--- src/rtl/gpnm_pkg.sv ---
`default_nettype none

package gpnm_pkg;

  localparam int PHASE_W  = 16;
  localparam int NOISE_W  = 16;
  localparam int OFFSET_W = 16;
  localparam int MIX_W    = 17;
  localparam int SAMPLE_W = 18;
  localparam int CFG_W    = 17;
  localparam int INDEX_W  = 2;

  // Numerator and denominator of the pulse ratio; the cube of a 16 bit end needs 48 bits.
  localparam int NUM_W = 48;
  localparam int REM_W = NUM_W + 1;

  localparam logic [MIX_W-1:0] MIX_ONE = 17'h10000;

  localparam int SAMPLE_MAX = 131071;
  localparam int SAMPLE_MIN = -131072;

  localparam logic [INDEX_W-1:0] CFG_OPEN_END  = 2'd0;
  localparam logic [INDEX_W-1:0] CFG_CLOSE_END = 2'd1;
  localparam logic [INDEX_W-1:0] CFG_OFFSET    = 2'd2;
  localparam logic [INDEX_W-1:0] CFG_NOISE_MIX = 2'd3;

  typedef enum logic [1:0] {
    SEG_OPEN  = 2'd0,
    SEG_CLOSE = 2'd1,
    SEG_FLAT  = 2'd2
  } seg_t;

  // What travels down the pipeline beside the arithmetic.
  typedef struct packed {
    logic               valid;
    seg_t               seg;
    logic [NOISE_W-1:0] noise;
  } tag_t;

endpackage

`default_nettype wire

--- src/rtl/gpnm_div.sv ---
`default_nettype none

module gpnm_div #(
  parameter int FRAC = 14
) (
  input  wire logic                        clk,
  input  wire logic                        rst,
  input  wire logic                        en,
  input  wire gpnm_pkg::tag_t              tag_in,
  input  wire logic [gpnm_pkg::NUM_W-1:0]  num,
  input  wire logic [gpnm_pkg::NUM_W-1:0]  den,
  output gpnm_pkg::tag_t                   tag_out,
  output logic      [FRAC+1:0]             quo
);

  import gpnm_pkg::*;

  localparam int NS = FRAC + 2;
  localparam int QW = FRAC + 2;

  tag_t             tag_s [NS];
  logic [QW-1:0]    quo_s [NS];
  logic [REM_W-1:0] rem_s [NS-1];
  logic [NUM_W-1:0] den_s [NS-1];

  logic             ge0;
  logic [REM_W-1:0] rem0;

  // First stage takes the integer bit; the numerator never exceeds the denominator.
  always_comb begin
    ge0  = (num >= den);
    rem0 = ge0 ? ({1'b0, num} - {1'b0, den}) : {1'b0, num};
  end

  always_ff @(posedge clk) begin
    if (rst) begin
      tag_s[0].valid <= 1'b0;
    end else if (en) begin
      tag_s[0] <= tag_in;
      quo_s[0] <= QW'(ge0);
      rem_s[0] <= rem0;
      den_s[0] <= den;
    end
  end

  for (genvar k = 1; k < NS; k++) begin : g_step
    logic [REM_W-1:0] shifted;
    logic             ge;
    logic [REM_W-1:0] rem_c;

    always_comb begin
      shifted = {rem_s[k-1][REM_W-2:0], 1'b0};
      ge      = (shifted >= {1'b0, den_s[k-1]});
      rem_c   = ge ? (shifted - {1'b0, den_s[k-1]}) : shifted;
    end

    always_ff @(posedge clk) begin
      if (rst) begin
        tag_s[k].valid <= 1'b0;
      end else if (en) begin
        tag_s[k] <= tag_s[k-1];
        quo_s[k] <= {quo_s[k-1][QW-2:0], ge};
      end
    end

    if (k < NS - 1) begin : g_carry
      always_ff @(posedge clk) begin
        if (en) begin
          rem_s[k] <= rem_c;
          den_s[k] <= den_s[k-1];
        end
      end
    end
  end

  assign tag_out = tag_s[NS-1];
  assign quo     = quo_s[NS-1];

endmodule

`default_nettype wire

--- config.mk ---
export PLATFORM = sky130hd
export DESIGN_NAME = gpnm_div
export DESIGN_NICKNAME = d
export VERILOG_FILES = /design/src/rtl/gpnm_pkg.sv /design/src/rtl/gpnm_div.sv
export SDC_FILE = /design/constraint.sdc
export NUM_CORES = 2
export LEC_CHECK = 0
export BUFFER_PORTS_ARGS = -buffer_cell sky130_fd_sc_hd__buf_2
export CORE_ASPECT_RATIO = 2
export CORE_MARGIN = 3
export CORE_UTILIZATION = 60
export CTS_CLUSTER_DIAMETER = 200
export DETAILED_ROUTE_END_ITERATION = 10
export GPL_TIMING_DRIVEN = 0
export PLACE_DENSITY = 0.76
export SLEW_MARGIN = 20
export SYNTH_ARGS = -nofsm -noshare
export SYNTH_HDL_FRONTEND = slang
export SYNTH_SLANG_ARGS = --single-unit
--- constraint.sdc ---
create_clock -name clk -period 56.2 [get_ports clk]
set_clock_uncertainty 0.15 [all_clocks]
set_input_delay 8.43 -clock clk [delete_from_list [all_inputs] [get_ports clk]]
set_output_delay 8.43 -clock clk [all_outputs]
set_load 0.05 [all_outputs]
==> results of run 1 <==
==> cells by family after synthesis <==
family | share of synthesized area (%)
compound gates | 16.0
buf+inv | 4.79
fa+ha+maj | 9.23
flops | 52.7
mux | 2.03
simple gates | 9.95
xor+xnor | 5.29
==> synth_stat cells (28+ instances only) <==
master	n	area share [%]
o21a_1	80	0.56
ha_1	767	9.0
and3_1	62	0.36
xor2_1	272	2.2
inv_1	937	3.3
and2_1	51	0.30
buf_4	41	0.29
nand3_1	165	0.77
a31oi_1	75	0.44
a21o_1	462	3.2
nor4_1	30	0.18
xnor2_1	375	3.1
edfxtp_1	1880	53
o21bai_1	104	0.73
nor2_1	464	1.6
mux2_2	156	1.6
or3_1	28	0.16
nand2b_1	106	0.62
o31ai_1	78	0.55
nand4_1	153	0.89
a211oi_1	64	0.45
clkbuf_1	245	0.86
a21oi_1	770	3.6
nor3_1	107	0.50
o21ai_0	701	3.3
o21ai_1	126	0.59
buf_2	55	0.26
nand2_1	918	3.2
nor2b_1	114	0.67
==> metrics by stage <==
step / hold WS, ns / area, sq um / std cells / utilization (%)
3_3_place_gp: 0.250 / 111000 / 12319 / 62.6
4_1_cts: 0.251 / 117000 / 12657 / 66.3
3_5_place_dp: 0.255 / 112000 / 12355 / 63.1
2_1_floorplan: 0.250 / 107000 / 9857 / -
==> per-layer routing <==
metal,GRT overflow,track usage [%]
met1,0,31.6
met3,0,17.7
met5,0,8.93
met2,16,79.2
met4,13,54.7
==> flow_metrics.tcl, run 1 <==
set metrics [dict create \
    hpwl_um 277000 \
    root_buffer "clkbuf_16" \
    cts.path.max_buffers 4 \
    lastStage "5_1_grt" \
    yosysWarnings 0 \
    status "did not finish" \
    start_util_pct 60.6 \
    synth_ff_type "edfxtp_1" \
    port_buffers 152 \
    cts_inserted_buffers 171 \
    die_w_um 305 \
    synth_area_sq_um 107000 \
    grt_overflow 29 \
    routabilityCongestion 1.06 \
    tool.error "[ERROR GRT-0116] Global routing finished with congestion. Check the congestion regions in the DRC Viewer." \
    cts.sinks 1880 \
    die_h_um 604 \
    grt_max_degree 160 \
    syn_area_per_cell_sq_um 10.9 \
    grt.total_usage_pct 44.9 \
    synthCells 9857 \
    dpl_worst_slack_ns 42.45 \
    syn_nets 10757 \
    grt_pass1_wl_um 597000 \
    ys_seq_area_share_pct 52.7 \
    synth-edff-count 1880 \
    ios 153 \
    htree_levels 4 \
    grt_pass1_vias 93592 \
    post_cts_buffers 0 \
    ys_async_sr_fraction_pct 0 \
    synth_cell_types 96 \
    rows 218 \
    cts_hold_buf 0 \
    cts_resized 0 \
    ys_ff_latch 1880 \
]
==> run 2: changes to the inputs <==
--- a/config.mk
+++ b/config.mk
@@ -6,13 +6,11 @@
 export NUM_CORES = 2
 export LEC_CHECK = 0
 export BUFFER_PORTS_ARGS = -buffer_cell sky130_fd_sc_hd__buf_2
-export CORE_ASPECT_RATIO = 2
 export CORE_MARGIN = 3
-export CORE_UTILIZATION = 60
-export CTS_CLUSTER_DIAMETER = 200
+export CORE_UTILIZATION = 40
 export DETAILED_ROUTE_END_ITERATION = 10
 export GPL_TIMING_DRIVEN = 0
-export PLACE_DENSITY = 0.76
+export PLACE_DENSITY_LB_ADDON = 0.15
 export SLEW_MARGIN = 20
 export SYNTH_ARGS = -nofsm -noshare
 export SYNTH_HDL_FRONTEND = slang
==> flow_metrics.tcl, run 2 <==
set metrics [dict create \
    grt_pass1_wl_um 451000 \
    routabilityCongestion 0.950 \
    max_freq_ghz 0.0803 \
    min_path_cells 0 \
    drt_drc_violations_left 0 \
    viasPerCell 5.28 \
    ir_drop_v 0.0000318 \
    rsz0062_at_grt "no" \
    layout.nets 11166 \
    worstSetupStartpointType "input port" \
    die_h_um 524 \
    grt_overflow 0 \
    synthCells 9857 \
    tritoncts "done" \
    cp_cell_sequence "buf_2 -> inv_1 -> ha_1 -> and2_1 -> nand3_1 -> nor2_1 -> a2111oi_2 -> nor4_1 -> o21ai_0 -> a21oi_1 -> a31oi_1 -> o21a_1 -> buf_2 -> buf_2 -> nand2_1 -> o21ai_0" \
    start_util_pct 40.3 \
    regArea_sq_um 56500 \
    post_cts_buffers 0 \
    largestRegisters "den_s x720, rem_s x720, tag_s x304" \
    antenna_found_initial 2 \
    syn_area_per_cell_sq_um 10.9 \
    ff2ff_path_depth 14 \
    core_sq_um 266000 \
    synth_ff_type "edfxtp_1" \
    worst_slack_ns 43.75 \
    cts_inserted_buffers 221 \
    slowest_stage "a21oi_1" \
    ys_async_sr_fraction_pct 0 \
    end_kind "flip-flop" \
    ant_nets 0 \
    first_iter_violations 3946 \
    wl_um 299000 \
    cts.sinks 1880 \
    tightestPinTransition_ns 1.18 \
    rows 189 \
    period_needed_ns 12.45 \
    reg2reg_slack_ns 49.92 \
    drive_above_1_share_pct 8.36 \
    firstDrtPassIters 6 \
    hp-class "flip-flop to flip-flop" \
    cts.path.max_buffers 4 \
    yosysWarnings 0 \
    root_buffer "clkbuf_16" \
    whs_ns 0.263 \
    synth_cell_types 96 \
    synth.top_cells.by_count "edfxtp_1, inv_1, nand2_1, a21oi_1, ha_1" \
    multi_input_area_sq_um 45700 \
    p_leak_nw 49.0 \
    layout_common_cells "edfxtp_1, inv_1, nand2_1" \
    netlist_top_cells_area "edfxtp_1, ha_1, a21oi_1, inv_1, o21ai_0" \
    wire_per_inst_um 21.4 \
    yosysTopAreaCell "edfxtp_1" \
    slew_headroom_pct 20.7 \
    synth_most_common_cell "edfxtp_1" \
    worstReg2RegEnd "rem_s[0][189]" \
    synth_area_sq_um 107000 \
    hpwl_um 240000 \
    status "complete, no violations" \
    final_util_pct 45.3 \
    crit_path_max_incr_delay_ns 0.57 \
    port_buffers 152 \
    ys_ff_latch 1880 \
    areaGrowthSynthToFinish_pct 12.4 \
    dpl_worst_slack_ns 42.91 \
    via_count 73802 \
    grt.total_usage_pct 21.5 \
    setup_viol 0 \
    fin_crit_sh_pct 22.2 \
    clk_latency_ns 0.92 \
    cts_hold_buf 0 \
    synth-edff-count 1880 \
    htree_levels 4 \
    syn_nets 10757 \
    clk_pin_slew_ns 0.06 \
    crit_top_cell "buf_2" \
    grt_max_degree 154 \
    grt_pass1_vias 77448 \
    fill_cells 24486 \
    power.density_nw_per_um2 56.9 \
    ios 153 \
    min_from "tag_s[5][24]" \
    final_common_cell "edfxtp_1" \
    cp_max_fo 10 \
    critPathArrivalTime_ns 12.87 \
    netlist.area_leader.share_pct 52.7 \
    maxCapViolCount 0 \
    required_ns 56.62 \
    hold_violations 0 \
    crit_type "input port to flip-flop" \
    cts_resized 0 \
    dieArea_sq_um 274000 \
    maxSlewViolCount 0 \
    die_w_um 524 \
    ys_seq_area_share_pct 52.7 \
    fin_tns_setup_ns 0 \
    holdPathEnd "tag_s[6][5]" \
    r2r_start "den_s[2][3]" \
]
==> run 2: cell counts after synthesis <==
No cell type changed its count.
==> run 2: kinds of logic after synthesis <==
kind of cell / synth area share (%)
and+or+nand+nor: 9.95
xor gates and xnor gates: 5.29
buffers and inverters: 4.79
AOI/OAI and AO/OA: 16.0
DFF: 52.7
adders and majority gates: 9.23
muxes: 2.03
==> run 2: report_power, final <==
group          leakage (nW)  total, mW  internal (mW)  switching, mW
combinational          27.2       3.23           1.24           1.99
clock                  3.51       1.43          0.852          0.573
sequential             18.2       2.20           2.03          0.174
total                  49.0       6.86           4.12           2.73
==> run 2: stage by stage <==
step / cells / area, sq um / power (mW)
2_1_floorplan: 9857 / 107000 / 4.45
5_1_grt: 13984 / 120000 / 7.34
3_5_place_dp: 13576 / 113000 / 5.46
6_report: 13985 / 120000 / 6.86
3_3_place_gp: 13542 / 112000 / 5.48
4_1_cts: 13983 / 120000 / 6.92
==> run 2: how the worst max path moves through the flow <==
stage	cells after the start	startpoint	endpoint
floorplan	3	en	tag_s[0][18]
CTS	15	den[9]	rem_s[0][27]
global placement	3	en	den_s[0][47]
detailed placement	15	den[9]	rem_s[0][16]
global route	16	den[9]	rem_s[0][45]
finish	16	den[9]	rem_s[0][47]
==> run 2: cell type report <==
type                       instances  share of cell area (%)
buffer                           360                    1.35
multi-input combinational       6677                    38.0
clock buffer                     263                    4.78
sequential                      1880                    46.9
inverter                         940                    2.93
timing repair buffer             186                    1.18
clock inverter                   144                    1.23
antenna                            2                 0.00416
tap                             3533                    3.67
==> run 2: metal layers <==
metal | share of wire, % | track usage, %
met5 | 0 | 0
met1 | 34 | 19.9
met2 | 54 | 42.0
met4 | 9.9 | 18.1
met3 | 2.4 | 2.12
==> run 2: worst max-delay path: cells and delay by family <==
family,cells,cell delay [ns]
compound gates,6,1.53
simple gates,5,1.80
fa+ha+maj,1,0.35
buf+inv,4,0.73
Note: power is estimated with default switching activity, not from simulation.
