$ cat src/rtl/gpnm_pkg.sv
`default_nettype none

package gpnm_pkg;

  localparam int PHASE_W  = 16;
  localparam int NOISE_W  = 16;
  localparam int OFFSET_W = 16;
  localparam int MIX_W    = 17;
  localparam int SAMPLE_W = 18;
  localparam int CFG_W    = 17;
  localparam int INDEX_W  = 2;

  // Numerator and denominator of the pulse ratio; the cube of a 16 bit end needs 48 bits.
  localparam int NUM_W = 48;
  localparam int REM_W = NUM_W + 1;

  localparam logic [MIX_W-1:0] MIX_ONE = 17'h10000;

  localparam int SAMPLE_MAX = 131071;
  localparam int SAMPLE_MIN = -131072;

  localparam logic [INDEX_W-1:0] CFG_OPEN_END  = 2'd0;
  localparam logic [INDEX_W-1:0] CFG_CLOSE_END = 2'd1;
  localparam logic [INDEX_W-1:0] CFG_OFFSET    = 2'd2;
  localparam logic [INDEX_W-1:0] CFG_NOISE_MIX = 2'd3;

  typedef enum logic [1:0] {
    SEG_OPEN  = 2'd0,
    SEG_CLOSE = 2'd1,
    SEG_FLAT  = 2'd2
  } seg_t;

  // What travels down the pipeline beside the arithmetic.
  typedef struct packed {
    logic               valid;
    seg_t               seg;
    logic [NOISE_W-1:0] noise;
  } tag_t;

endpackage

`default_nettype wire

$ cat src/rtl/gpnm_mix.sv
`default_nettype none

module gpnm_mix #(
  parameter int FRAC = 14
) (
  input  wire logic                                  clk,
  input  wire logic                                  rst,
  input  wire logic                                  en,
  input  wire gpnm_pkg::tag_t                        tag_in,
  input  wire logic        [FRAC+1:0]                quo,
  input  wire logic signed [gpnm_pkg::OFFSET_W-1:0]  offset_level,
  input  wire logic        [gpnm_pkg::MIX_W-1:0]     noise_mix,
  output gpnm_pkg::tag_t                             tag_out,
  output logic signed      [gpnm_pkg::SAMPLE_W-1:0]  sample
);

  import gpnm_pkg::*;

  localparam int VW    = (FRAC + 2 > OFFSET_W + 1) ? FRAC + 2 : OFFSET_W + 1;
  localparam int AW    = VW + MIX_W + 1;
  localparam int BW    = NOISE_W + MIX_W;
  localparam int SUM_W = VW + 35;
  localparam int RW    = SUM_W - 32;

  localparam logic signed [SUM_W-1:0]    HALF    = {{(SUM_W-32){1'b0}}, 1'b1, 31'd0};
  localparam logic signed [RW-1:0]       SAT_HI  = RW'(SAMPLE_MAX);
  localparam logic signed [RW-1:0]       SAT_LO  = RW'(SAMPLE_MIN);
  localparam logic signed [SAMPLE_W-1:0] OUT_MAX = SAMPLE_W'(SAMPLE_MAX);
  localparam logic signed [SAMPLE_W-1:0] OUT_MIN = SAMPLE_W'(SAMPLE_MIN);

  logic [FRAC+2:0]      quo_inc;
  logic [FRAC:0]        pulse;
  logic signed [VW-1:0] v_c;
  logic [MIX_W-1:0]     wmix_c;

  tag_t                 tag1;
  logic signed [VW-1:0] v1;
  logic [MIX_W-1:0]     wmix1;
  logic [MIX_W-1:0]     onem1;

  tag_t                 tag2;
  logic signed [AW-1:0] a2;
  logic [BW-1:0]        b2;
  logic signed [AW-1:0] a_c;

  logic signed [SUM_W-1:0] sum_c;
  logic signed [RW-1:0]    res_c;
  logic signed [SAMPLE_W-1:0] sat_c;

  // Round the quotient half up, then add the offset.
  always_comb begin
    quo_inc = {1'b0, quo} + (FRAC+3)'(1);
    pulse   = quo_inc[FRAC+1:1];
    v_c     = VW'($signed({1'b0, pulse})) + VW'(offset_level);
    wmix_c  = (noise_mix > MIX_ONE) ? MIX_ONE : noise_mix;
  end

  always_ff @(posedge clk) begin
    if (rst) begin
      tag1.valid <= 1'b0;
    end else if (en) begin
      tag1  <= tag_in;
      v1    <= v_c;
      wmix1 <= wmix_c;
      onem1 <= MIX_ONE - wmix_c;
    end
  end

  assign a_c = v1 * $signed({1'b0, onem1});

  always_ff @(posedge clk) begin
    if (rst) begin
      tag2.valid <= 1'b0;
    end else if (en) begin
      tag2 <= tag1;
      a2   <= a_c;
      b2   <= tag1.noise * wmix1;
    end
  end

  // Both terms are brought to a 2^-32 scale of the output step, so one floor shift rounds.
  always_comb begin
    sum_c = (SUM_W'(a2) <<< 16) + (SUM_W'($signed({1'b0, b2})) <<< FRAC) + HALF;
    res_c = $signed(sum_c[SUM_W-1:32]);
    if (res_c > SAT_HI) begin
      sat_c = OUT_MAX;
    end else if (res_c < SAT_LO) begin
      sat_c = OUT_MIN;
    end else begin
      sat_c = res_c[SAMPLE_W-1:0];
    end
  end

  always_ff @(posedge clk) begin
    if (rst) begin
      tag_out.valid <= 1'b0;
    end else if (en) begin
      tag_out <= tag2;
      sample  <= sat_c;
    end
  end

endmodule

`default_nettype wire

$ cat config.mk
export PLATFORM = sky130hd
export DESIGN_NAME = gpnm_mix
export DESIGN_NICKNAME = d
export VERILOG_FILES = /design/src/rtl/gpnm_pkg.sv /design/src/rtl/gpnm_mix.sv
export SDC_FILE = /design/constraint.sdc
export NUM_CORES = 2
export LEC_CHECK = 0
export BUFFER_PORTS_ARGS = -buffer_cell sky130_fd_sc_hd__buf_2
export CAP_MARGIN = 20
export CORE_MARGIN = 2
export CORE_UTILIZATION = 65
export DETAILED_ROUTE_END_ITERATION = 16
export PLACE_DENSITY = 0.83
export SLEW_MARGIN = 10
export SYNTH_ARGS = -nofsm -noshare
export SYNTH_HDL_FRONTEND = slang
export SYNTH_SLANG_ARGS = --single-unit
$ cat constraint.sdc
create_clock -name clk -period 20.5 [get_ports clk]
set_input_delay 1.025 -clock clk [delete_from_list [all_inputs] [get_ports clk]]
set_output_delay 1.025 -clock clk [all_outputs]
set_load 0.01 [all_outputs]
[Word level (Yosys, flattened, before mapping)]
Cells that the tools add are included.
Word-level totals
  register bits: 194
  output and inout port bits: 37
  logic and storage cells: 29
Operators by class
  muxes and demuxes: 2
  $mul: 2
  add/subtract/negate cells: 5
  reductions and logical operators: 1
  bitwise logic cells: 1
  order comparisons: 3
Operator list (number)
  $add 51x48->52: 1
  $add 52x33->52 const B: 1
  $mul 17x18->35: 1
  $mul 16x17->33: 1
  $gt 20x18->1 const B: 1
  $lt 20x18->1 const B: 1
  $mux 18: 1
  $add 16x16->17: 1
  $gt 17x17->1 const B: 1
  $mux 17: 1
  $sub 17x17->17 const A: 1
  $add 16x1->16 const B: 1
  $reduce_and 2->1: 1
  $not 1->1: 1

[Logic depth before layout (Yosys ltp)]
  word-level depth: 4
  gate-level depth with buffers: 24
  depth with buffers taken out: 23

[Worst setup path before layout]
No wires, ideal clock.
  path type: input port to flip-flop
  start point: input rst
  end point: register a2[0], enable pin
  arrival time: 9.349 ns
  slack: 10.387 ns
  setup time: 0.765 ns
  cell stages on the path: 1
  cells stage by stage: nor2b_1
Between the ends
  longest elaborated chain between the ends: 2
Ends and longest elaborated chain
  from (decl): line gpnm_mix.sv:7  | input wire logic rst,
  $not 1->1 (no source line)
  $reduce_and 2->1 (no source line)
  to (signal assigned): line gpnm_mix.sv:76  | a2 <= a_c;
  to (decl): line gpnm_mix.sv:42  | logic signed [AW-1:0] a2;
No other way between the ends.
A chain may end at the register's enable or synchronous reset.

[Final worst setup path]
  start point: register wmix1[6]
  end point: register b2[31] (data pin)
Between the ends
  longest elaborated chain between the ends: 1
Ends and longest elaborated chain
  from (decl): line gpnm_mix.sv:38  | logic [MIX_W-1:0] wmix1;
  from (signal assigned): line gpnm_mix.sv:64  | wmix1 <= wmix_c;
  $mul 16x17->33: line gpnm_mix.sv:77  | b2 <= tag1.noise * wmix1;
  to (signal assigned): line gpnm_mix.sv:77
  to (decl): line gpnm_mix.sv:43  | logic [BW-1:0] b2;
No other way between the ends.

==> flow_summary_export.csv <==
group,metric,value,unit
worst_setup_path,start_kind,"register",
clock_network,post_cts_buffers,0,
sta,finalSetupViolCount,0,
logic_synthesis,synth_edf_count,188,
logic_synthesis,syn_nets,3540,
finish,finalNetCount,3591,
logic_synthesis,async_flop_share,0,%
sta,maxSlewHeadroom,23.4,%
floorplan,core,41800,sq um
logic_synthesis,synth.yosys.seq_area_share,20.9,%
finish,fin_area,28900,sq um
sta,skew,0.0141,ns
logic_synthesis,ys_ff_latch,191,
sta,rsz0062_at_grt,"no",
grt,grt_pass1_vias,20743,
route,routed_wl,62900,um
floorplan,rows,75,
place,port_buffers,107,
route,vias,19361,
place,hpwl,49200,um
finish,fillCellCount,3022,
logic_synthesis,synth.avg_cell_area,10.0,sq um
grt,grt_overflow_total,0,
sta,finalHoldViolCount,0,
finish,syn_to_final_growth,5.80,%
floorplan,start_util,65.5,%
clock_network,cts.htree.levels,4,
clock_network,clock_latency,0.50,ns
grt,grt_usage,30.5,%
logic_synthesis,synth_cell_types,66,
floorplan,die_height,209,um
sta,fmax,142,MHz
sta,post-route-period-util,34.5,%
logic_synthesis,ys_warn_count,0,
worst_setup_path,critPathCaptureType,"register",
route,drc,0,
clock_network,cts_root_buffer,"clkbuf_16",
worst_hold_path,hold_path.class,"register to register",
sta,slew_viol_final,0,
place,place_congestion,0.925,
grt,antenna_found_initial,0,
grt,grt_pass1_wl,104000,um
logic_synthesis,synthCells,2727,
worst_setup_path,cp.arrival,7.32,ns
route,ant_nets,0,
sta,tightest_slew,1.15,ns
sta,period_needed,7.06,ns
sta,setup_tns,0,ns
route,detail_route.wl_per_cell,18.9,um
logic_synthesis,syn_area,27300,sq um
outcome,outcome,"finished clean",
grt,grt_max_degree,189,
route,viasPerCell,5.81,
worst_setup_path,crit_type,"register to register",
route,first_pass_iters,6,
worst_setup_path,path_max_fanout,16,
worst_setup_path,required,20.75,ns
job,drv_cap,0,
clock_network,cts.reportedPaths.clkPinSlew,0.09,ns
floorplan,die_area,43700,sq um
finish,layout-drive-gt1-share,5.70,%
place,place_area,28300,sq um
floorplan,ios,108,
finish,diodes,0,
clock_network,cts_buffers,17,
clock_network,cts_tree,"done",
clock_network,cts_resized,0,
clock_network,ctsHoldBuffers,0,
route,drt_iter0_markers,1477,
clock_network,clockBufferDepth,2,
floorplan,die_w,209,um
logic_synthesis,synth_ff_type,"edfxtp_1",
sta,whs,0.423,ns
clock_network,cts.sinks,191,
==> stage by stage <==
stage | setup slack [ns] | std cells | utilization (%)
6_report | 13.44 | 3330 | 69.3
5_1_grt | 13.11 | 3330 | 69.3
4_1_cts | 13.48 | 3330 | 69.3
3_5_place_dp | 13.52 | 3298 | 67.8
3_3_place_gp | 13.64 | 3298 | 67.8
2_1_floorplan | 10.39 | 2727 | -
==> cells in the final DEF (no fill, tap or decap), types with 5 or more instances in the layout <==
master,count
a21o_1,40
a31oi_1,6
a21oi_1,63
o21ai_0,48
o21a_1,14
fa_1,433
nor3_1,26
xnor2_1,69
nand2b_1,17
or3_1,7
a211o_1,5
buf_2,107
nand2_1,321
and3_1,12
nand3_1,17
nor2b_1,26
ha_1,309
nor4_1,5
nor2_1,65
xor2_1,28
or2_2,5
clkinv_8,6
o31ai_1,12
a311oi_1,6
a211oi_1,15
edfxtp_1,188
inv_1,541
and2_1,276
clkbuf_16,17
o21bai_1,18
nand4_1,10
==> routing by layer <==
metal	vias up	share of wire, %	GRT usage [%]
li1	8714	-	-
met1	9656	40	39.9
met2	836	48	50.4
met3	155	7.6	5.46
met4	0	3.6	13.1
met5	-	0	0
==> cell usage after synthesis (all sizes together) (4+ instances only) <==
library cell	count	area, sq um
o21bai	18	135
clkbuf	75	282
o21a	14	105
inv	541	2030
o21ai	50	250
and2	276	1730
a31oi	6	37.5
and3	12	75.1
nor3	26	130
nor3b	4	35.0
or2	6	37.5
a21o	41	309
nor2	65	244
a211o	5	43.8
nor2b	27	169
nand2	321	1200
a21oi	64	324
nand4	10	62.6
a311oi	6	52.6
fa	433	8670
a211oi	15	113
xnor2	69	604
a2111oi	5	68.8
nand3	17	85.1
nand2b	17	106
o31ai	13	103
edfxtp	188	5650
o2111ai	4	35.0
ha	309	3870
a21boi	4	30.0
mux2i	4	40.0
or3	7	43.8
nor4	5	31.3
o311ai	4	35.0
xor2	28	245
==> flip-flops by register name, indices dropped and copies added (netlist names) <==
| register | count |
|---|---|
| wmix1 | 17 |
| sample | 18 |
| v1 | 17 |
| tag_out | 19 |
| tag1 | 19 |
| b2 | 31 |
| a2 | 35 |
| onem1 | 16 |
| tag2 | 19 |
==> worst paths after layout <==
path | from | endpoint | slack [ns] | cells after the start
setup / recovery | wmix1[6] | b2[31] | 13.44 | 21
hold / removal | tag2[0] | tag_out[0] | 0.42 | 0
setup reg to reg | wmix1[6] | b2[31] | 13.44 | 21
hold reg to reg | tag2[0] | tag_out[0] | 0.42 | 0
==> area by class of cell <==
cell class	instances	area, sq um	area share, %
clock buffers	17	425	1.47
clock inverters	15	204	0.705
inverters	541	2030	7.02
multi-input cells	1917	19300	66.8
flip-flops and latches	191	5710	19.7
well taps	539	674	2.33
repair buffers	110	571	1.97
==> worst max-delay path, stage by stage (launching register included) <==
cell,delay [ns]
edfxtp_1,0.72
and2_1,0.31
fa_1,0.54
inv_1,0.05
fa_1,0.47
fa_1,0.51
inv_1,0.05
ha_1,0.34
fa_1,0.56
inv_1,0.06
fa_1,0.54
inv_1,0.05
ha_1,0.37
a211oi_1,0.30
o211ai_1,0.16
and3_1,0.20
o21a_1,0.22
o41a_1,0.39
a2111oi_2,0.50
o311ai_0,0.22
o211ai_1,0.15
xnor2_1,0.11
==> cells by family (layout without fill, tap and decap cells) <==
group,count (synthesis),in the layout,synth area share (%)
simple gates,800,800,14.7
fa+ha+maj,742,742,45.9
buf+inv,619,683,8.51
compound gates,274,274,6.84
flops,191,191,20.9
xor+xnor,97,97,3.11
mux,4,4,0.146
Power is left out: the tool's default activity adds up to more than one toggle a clock period on the data nets, which glitch-free logic cannot reach.
