**config.mk**
```make
export PLATFORM = sky130hd
export DESIGN_NAME = gpnm_front
export DESIGN_NICKNAME = d
export VERILOG_FILES = /design/src/rtl/gpnm_pkg.sv /design/src/rtl/gpnm_front.sv
export SDC_FILE = /design/constraint.sdc
export NUM_CORES = 2
export LEC_CHECK = 0
export BUFFER_PORTS_ARGS = -buffer_cell sky130_fd_sc_hd__buf_2
export CAP_MARGIN = 20
export CORE_UTILIZATION = 45
export DETAILED_ROUTE_END_ITERATION = 16
export REMOVE_ABC_BUFFERS = 1
export SLEW_MARGIN = 20
export SYNTH_ARGS = -nofsm -noshare
export SYNTH_HDL_FRONTEND = slang
export SYNTH_SLANG_ARGS = --single-unit
```
**constraint.sdc**
```tcl
create_clock -name clk -period 16.8 [get_ports clk]
set_input_delay 3.36 -clock clk [delete_from_list [all_inputs] [get_ports clk]]
set_output_delay 3.36 -clock clk [all_outputs]
set_load 0.005 [all_outputs]
```
**src/rtl/gpnm_pkg.sv**
```systemverilog
`default_nettype none

package gpnm_pkg;

  localparam int PHASE_W  = 16;
  localparam int NOISE_W  = 16;
  localparam int OFFSET_W = 16;
  localparam int MIX_W    = 17;
  localparam int SAMPLE_W = 18;
  localparam int CFG_W    = 17;
  localparam int INDEX_W  = 2;

  // Numerator and denominator of the pulse ratio; the cube of a 16 bit end needs 48 bits.
  localparam int NUM_W = 48;
  localparam int REM_W = NUM_W + 1;

  localparam logic [MIX_W-1:0] MIX_ONE = 17'h10000;

  localparam int SAMPLE_MAX = 131071;
  localparam int SAMPLE_MIN = -131072;

  localparam logic [INDEX_W-1:0] CFG_OPEN_END  = 2'd0;
  localparam logic [INDEX_W-1:0] CFG_CLOSE_END = 2'd1;
  localparam logic [INDEX_W-1:0] CFG_OFFSET    = 2'd2;
  localparam logic [INDEX_W-1:0] CFG_NOISE_MIX = 2'd3;

  typedef enum logic [1:0] {
    SEG_OPEN  = 2'd0,
    SEG_CLOSE = 2'd1,
    SEG_FLAT  = 2'd2
  } seg_t;

  // What travels down the pipeline beside the arithmetic.
  typedef struct packed {
    logic               valid;
    seg_t               seg;
    logic [NOISE_W-1:0] noise;
  } tag_t;

endpackage

`default_nettype wire

```
**src/rtl/gpnm_front.sv**
```systemverilog
`default_nettype none

module gpnm_front (
  input  wire logic                          clk,
  input  wire logic                          rst,
  input  wire logic                          en,
  input  wire logic                          in_valid,
  input  wire logic [gpnm_pkg::PHASE_W-1:0]  phase,
  input  wire logic [gpnm_pkg::NOISE_W-1:0]  noise,
  input  wire logic [gpnm_pkg::PHASE_W-1:0]  open_end,
  input  wire logic [gpnm_pkg::PHASE_W-1:0]  close_end,
  output gpnm_pkg::tag_t                     tag,
  output logic      [gpnm_pkg::NUM_W-1:0]    num,
  output logic      [gpnm_pkg::NUM_W-1:0]    den
);

  import gpnm_pkg::*;

  localparam int SQ_W  = 2 * PHASE_W;
  localparam int LIN_W = PHASE_W + 2;

  // Stage one: segment decision and operand selection.
  tag_t               tag1;
  logic [PHASE_W-1:0] opa1;
  logic [PHASE_W-1:0] opb1;
  logic [PHASE_W-1:0] t1_1;
  logic [LIN_W-1:0]   lin1;

  seg_t               seg_c;
  logic [PHASE_W-1:0] opa_c;
  logic [PHASE_W-1:0] opb_c;
  logic [LIN_W-1:0]   lin_c;

  // Stage two: squares.
  tag_t               tag2;
  logic [SQ_W-1:0]    sqa2;
  logic [SQ_W-1:0]    sqb2;
  logic [PHASE_W-1:0] t1_2;
  logic [LIN_W-1:0]   lin2;

  // Stage three: numerator and denominator.
  logic [SQ_W+LIN_W-1:0]   num_prod;
  logic [SQ_W+PHASE_W-1:0] den_prod;
  logic [NUM_W-1:0]        num_c;
  logic [NUM_W-1:0]        den_c;

  always_comb begin
    opa_c = '0;
    opb_c = '0;
    if (phase < open_end) begin
      seg_c = SEG_OPEN;
      opa_c = phase;
      opb_c = open_end;
    end else if (phase < close_end) begin
      seg_c = SEG_CLOSE;
      opa_c = close_end - open_end;
      opb_c = phase - open_end;
    end else begin
      seg_c = SEG_FLAT;
    end
    // 3t - 2p is positive whenever the rising segment is taken.
    lin_c = LIN_W'({open_end, 1'b0}) + LIN_W'(open_end) - LIN_W'({phase, 1'b0});
  end

  always_ff @(posedge clk) begin
    if (rst) begin
      tag1.valid <= 1'b0;
    end else if (en) begin
      tag1.valid <= in_valid;
      tag1.seg   <= seg_c;
      tag1.noise <= noise;
      opa1       <= opa_c;
      opb1       <= opb_c;
      t1_1       <= open_end;
      lin1       <= lin_c;
    end
  end

  always_ff @(posedge clk) begin
    if (rst) begin
      tag2.valid <= 1'b0;
    end else if (en) begin
      tag2 <= tag1;
      sqa2 <= opa1 * opa1;
      sqb2 <= opb1 * opb1;
      t1_2 <= t1_1;
      lin2 <= lin1;
    end
  end

  always_comb begin
    num_prod = sqa2 * lin2;
    den_prod = sqb2 * t1_2;
    unique case (tag2.seg)
      SEG_OPEN: begin
        num_c = num_prod[NUM_W-1:0];
        den_c = den_prod[NUM_W-1:0];
      end
      SEG_CLOSE: begin
        num_c = NUM_W'(sqa2 - sqb2);
        den_c = NUM_W'(sqa2);
      end
      default: begin
        // A zero over one gives a zero pulse without a special path.
        num_c = '0;
        den_c = NUM_W'(1);
      end
    endcase
  end

  always_ff @(posedge clk) begin
    if (rst) begin
      tag.valid <= 1'b0;
    end else if (en) begin
      tag <= tag2;
      num <= num_c;
      den <= den_c;
    end
  end

endmodule

`default_nettype wire

```
* Word level (Yosys, flattened, before mapping)
Index checks and enable logic that the tools add are counted.
** Storage, ports and cells
- Output and inout bits :: 115
- Bits of input ports :: 68
- Bits in latches :: 0
- Word-level logic and storage cells :: 41
- Bits in writable memories :: 0
- Bits in registers :: 317
- Bits in read-only memories :: 0
- Memories :: 0
** Cells by class
- Order comparisons :: 2
- Equal/unequal tests :: 1
- Shift-type cells :: 0
- Muxes and demuxes :: 7
- Div/mod/pow operators :: 0
- Bitwise gates (word level) :: 1
- Multipliers :: 4
- Add/subtract/negate cells :: 5
- Reduce and logical (&&, ||, !) cells :: 2
** Operator list (number)
- 48-bit case mux with 2 select lines :: 2
- 16-bit by 16-bit multiplier with 32-bit output :: 2
- 16-bit 2-to-1 mux :: 4
- 32-bit by 16-bit multiplier with 48-bit output :: 1
- 32-bit by 18-bit multiplier with 48-bit output :: 1
- 32-bit by 32-bit subtractor with 33-bit output :: 1
- 16-bit < comparator :: 2
- 16-bit subtractor :: 2
- 17-bit by 16-bit adder with 18-bit output :: 1
- 18-bit by 17-bit subtractor with 18-bit output :: 1
- 2-bit by 1-bit == test with 1-bit output, second input constant :: 1
- 2-bit logical NOT :: 1
- 2-bit 2-to-1 mux :: 1
- 2-bit AND reduction :: 1
- 1-bit inverter :: 1

* Logic depth before layout (Yosys ltp)
- Depth in word-level cells :: 3
- Depth in mapped cells :: 26
- Mapped depth without buffers :: 25

* Worst setup path before layout
OpenSTA, ideal clock, no wires.
- Path kind :: input to register
- Start :: input rst
- End :: register den[0] (netlist bit), enable pin
- Library setup time :: 1.030 ns
- Required time :: 15.770 ns
- Stages :: 1
- Buffers on the path :: 0
- Arrival time :: 17.058 ns
- Path slack :: -1.287 ns
- Cell sequence :: nor2b_1
** On the way
- Longest elaborated chain between the ends :: 2
** RTL lines
- from (decl) :: line gpnm_front.sv:5 : input wire logic rst,
- 1-bit inverter (no line)
- 2-bit AND reduction (no line)
- to (signal assigned) :: line gpnm_front.sv:117 : den <= den_c;
- to (decl) :: line gpnm_front.sv:14 : output logic [gpnm_pkg::NUM_W-1:0] den
Every way passes these cells.
A chain may end at the register's enable or synchronous reset.

* Final worst setup path
- Start :: register sqb2[18]
- End :: register den[38] (netlist bit), data pin
** On the way
- Longest elaborated chain between the ends :: 2
** RTL lines
- from (decl) :: line gpnm_front.sv:37 : logic [SQ_W-1:0] sqb2;
- from (signal assigned) :: line gpnm_front.sv:85 : sqb2 <= opb1 * opb1;
- 32-bit by 16-bit multiplier with 48-bit output :: line gpnm_front.sv:93 : den_prod = sqb2 * t1_2;
- 48-bit case mux with 2 select lines :: line gpnm_front.sv:94 : unique case (tag2.seg)
- net den_c[38] :: line gpnm_front.sv:45 : logic [NUM_W-1:0] den_c;
The timed path passes the listed nets, and every way through them passes these cells.

==> impl_metrics.py <==
metrics = {
    "outcome": {
        "outcome": "completed",
    },
    "route": {
        "drc": 0,
        "vias_per_cell": 5.23,
        "drt_wl_total_um": 172000,
        "first_pass_iters": 6,
        "routedWlPerCell_um": 19.8,
        "vias": 45400,
        "drt_iter0_markers": 3649,
        "final_antenna_net_count": 0,
    },
    "yosys": {
        "synth_top_flop_cell": "edfxtp_1",
        "synthAdderAreaFrac_pct": 49.9,
        "synth_area_mm2": 0.0631,
        "synth_mux_area_share_pct": 0.292,
        "syn_avg_cell_area_um2": 9.31,
        "synthXorXnorAreaFrac_pct": 3.03,
        "synthTopCellsByArea": "fa_1 (39%), edfxtp_1 (15%), ha_1 (11%), inv_1 (10%), nand2_1 (5.5%)",
        "synth_edf_count": 310,
        "ys_top_cells_by_count": "inv_1 (1677), fa_1 (1225), nand2_1 (932)",
        "synth.largest_area_cell": "fa_1",
        "netlist_instances": 6773,
        "yosysUniqueCellTypes": 82,
        "post-synth-top-area-fraction_pct": 38.9,
        "synth_seq_area_share_pct": 14.9,
        "synthArstFlopShare_pct": 0,
        "synth_top_family_by_area": "adder cells",
        "synth_seq_cells": 313,
        "synth-simple-area-share_pct": 13.3,
        "synth_compound_area_share_pct": 6.85,
        "synth_most_common_cell": "inv_1",
        "yosys_warnings": 0,
    },
    "clock_tree": {
        "path_clk_slew_ns": 0.06,
        "cts_tree": "built",
        "postCtsHoldBufs": 0,
        "post_cts_buffers": 0,
        "clock_path_buffers": 3,
        "clk_latency_ns": 0.63,
        "clock_sinks": 313,
        "cts_resized": 0,
        "cts_buffers": 41,
        "clk_root_buffer_cell": "clkbuf_16",
        "h-tree-depth": 2,
    },
    "global_route": {
        "gr-total-overflow": 0,
        "antenna_found_initial": 8,
        "first_global_vias": 47100,
        "grt_first_pass_wirelength_um": 270000,
        "grt_max_degree": 166,
        "track_usage_pct": 24.7,
    },
    "critical_path": {
        "slowest_delay_ns": 1.01,
        "critPathLaunchType": "flop",
        "cpMostUsedCell": "fa_1",
        "critPathTopFamily": "adder cells",
        "critPathBufInv": 5,
        "cp_cell_sequence": "nand2_1 -> fa_1 -> inv_1 -> fa_1 -> inv_1 -> fa_1 -> inv_1 -> fa_1 -> fa_1 -> inv_1 -> fa_1 -> inv_1 -> ha_1 -> a21o_1 -> a21o_1 -> a21oi_1 -> o211ai_1 -> a31oi_1 -> o21ai_1 -> a211o_1 -> a31oi_1 -> xor2_1 -> nor2_1",
        "critical_path.endpoint_type": "flop",
        "worst_path_max_delay_cell": "edfxtp_1",
        "path_class": "flop to flop",
        "worstPathArrival_ns": 8.21,
        "critPathMaxFanout": 17,
        "required_ns": 17.14,
    },
    "timing": {
        "maxSlewViolCount": 0,
        "rsz0062_at_grt": "false",
        "period_minus_slack_ns": 7.87,
        "fin_worst_skew_ns": 0.0198,
        "slew_headroom_pct": 23.6,
        "timing.final.ws_setup_ns": 8.93,
        "clock.fmax_ghz": 0.127,
        "hold_slack_ns": 0.416,
        "hold_violations": 0,
        "setup_viol": 0,
        "fin_crit_sh_pct": 46.8,
        "worst_pin_slew_ns": 1.15,
    },
    "layout": {
        "fin_nets": 8649,
        "fin_util_pct": 48.6,
        "design_area_mm2": 0.0672,
        "areaGrowthSynthToFinish_pct": 6.54,
        "drive_gt1_share_pct": 5.27,
    },
    "floorplan": {
        "row_count": 136,
        "start_util_pct": 45.6,
        "die_h_um": 376,
        "die_w_um": 376,
        "core-area_mm2": 0.138,
        "io_pins": 183,
        "die-area_mm2": 0.142,
    },
    "placed_design": {
        "place_ws_ns": 9.15,
        "portBuffers": 182,
        "place.gp.congestion": 0.913,
        "placed_area_mm2": 0.0659,
        "dpl.hpwl_um": 131000,
    },
    "flow_run": {
        "max-cap-violations": 0,
    },
    "min_path": {
        "hold_class": "flop to flop",
    },
}
## stage by stage
step	TNS, ns	std cells
6_report	0	8694
5_1_grt	0	8694
4_1_cts	0	8693
3_5_place_dp	0	8622
3_3_place_gp	0	8622
2_1_floorplan	-399.10	6494
## cells in the final DEF (no fill, tap or decap), types with 32 or more instances in the layout
cell type	count
a21o_1	88
a21oi_1	202
a22o_1	34
and2_1	446
buf_2	182
buf_4	82
clkbuf_16	41
edfxtp_1	310
fa_1	1225
ha_1	554
inv_1	1677
nand2_1	932
nand3_1	54
nor2_1	221
nor2b_1	32
nor3_1	33
o21ai_0	95
xnor2_1	144
xor2_1	74
## state kept, by name, summed over array words and instances (netlist names), 17 cells and up
register,count
den,48
num,48
sqa2,31
sqb2,31
tag1,19
tag2,19
tag,19
lin1,17
lin2,17
## path summary, 6_finish.rpt
path | from | end | slack, ns | cells past startpoint
max | sqb2[18]$_DFFE_PP_ | den[38]$_DFFE_PP_ | 8.93 | 23
min reg2reg | tag2[7]$_DFFE_PP_ | tag[7]$_DFFE_PP_ | 0.42 | 0
max reg2reg | sqb2[18]$_DFFE_PP_ | den[38]$_DFFE_PP_ | 8.93 | 23
min | tag2[7]$_DFFE_PP_ | tag[7]$_DFFE_PP_ | 0.42 | 0
## per-layer routing
layer	vias to the layer above	global-route usage [%]	share of wire, %
li1	20400	-	-
met1	23100	35.3	44
met2	1636	38.8	45
met3	270	4.20	8.2
met4	6	6.74	2.9
met5	-	0	0.020
## cell type report
cell class | count | area (um^2)
diodes | 1 | 2.50
clock buffers | 47 | 1050
clock inverters | 24 | 250
fillers | 13200 | 71000
inverters | 1677 | 6290
multi-input cells | 4504 | 46300
flip-flops and latches | 313 | 9370
well taps | 1863 | 2330
repair buffers | 265 | 1550
## cells by family after synthesis
kind of cell	after synthesis
and+or+nand+nor	1818
AOI/OAI and AO/OA	656
buffers and inverters	1969
other	2
xor gates and xnor gates	218
muxes	18
DFF	313
adders and majority gates	1779
Power is not shown: default switching activity piles up to over one toggle a cycle in this logic, so the estimate is an artifact.
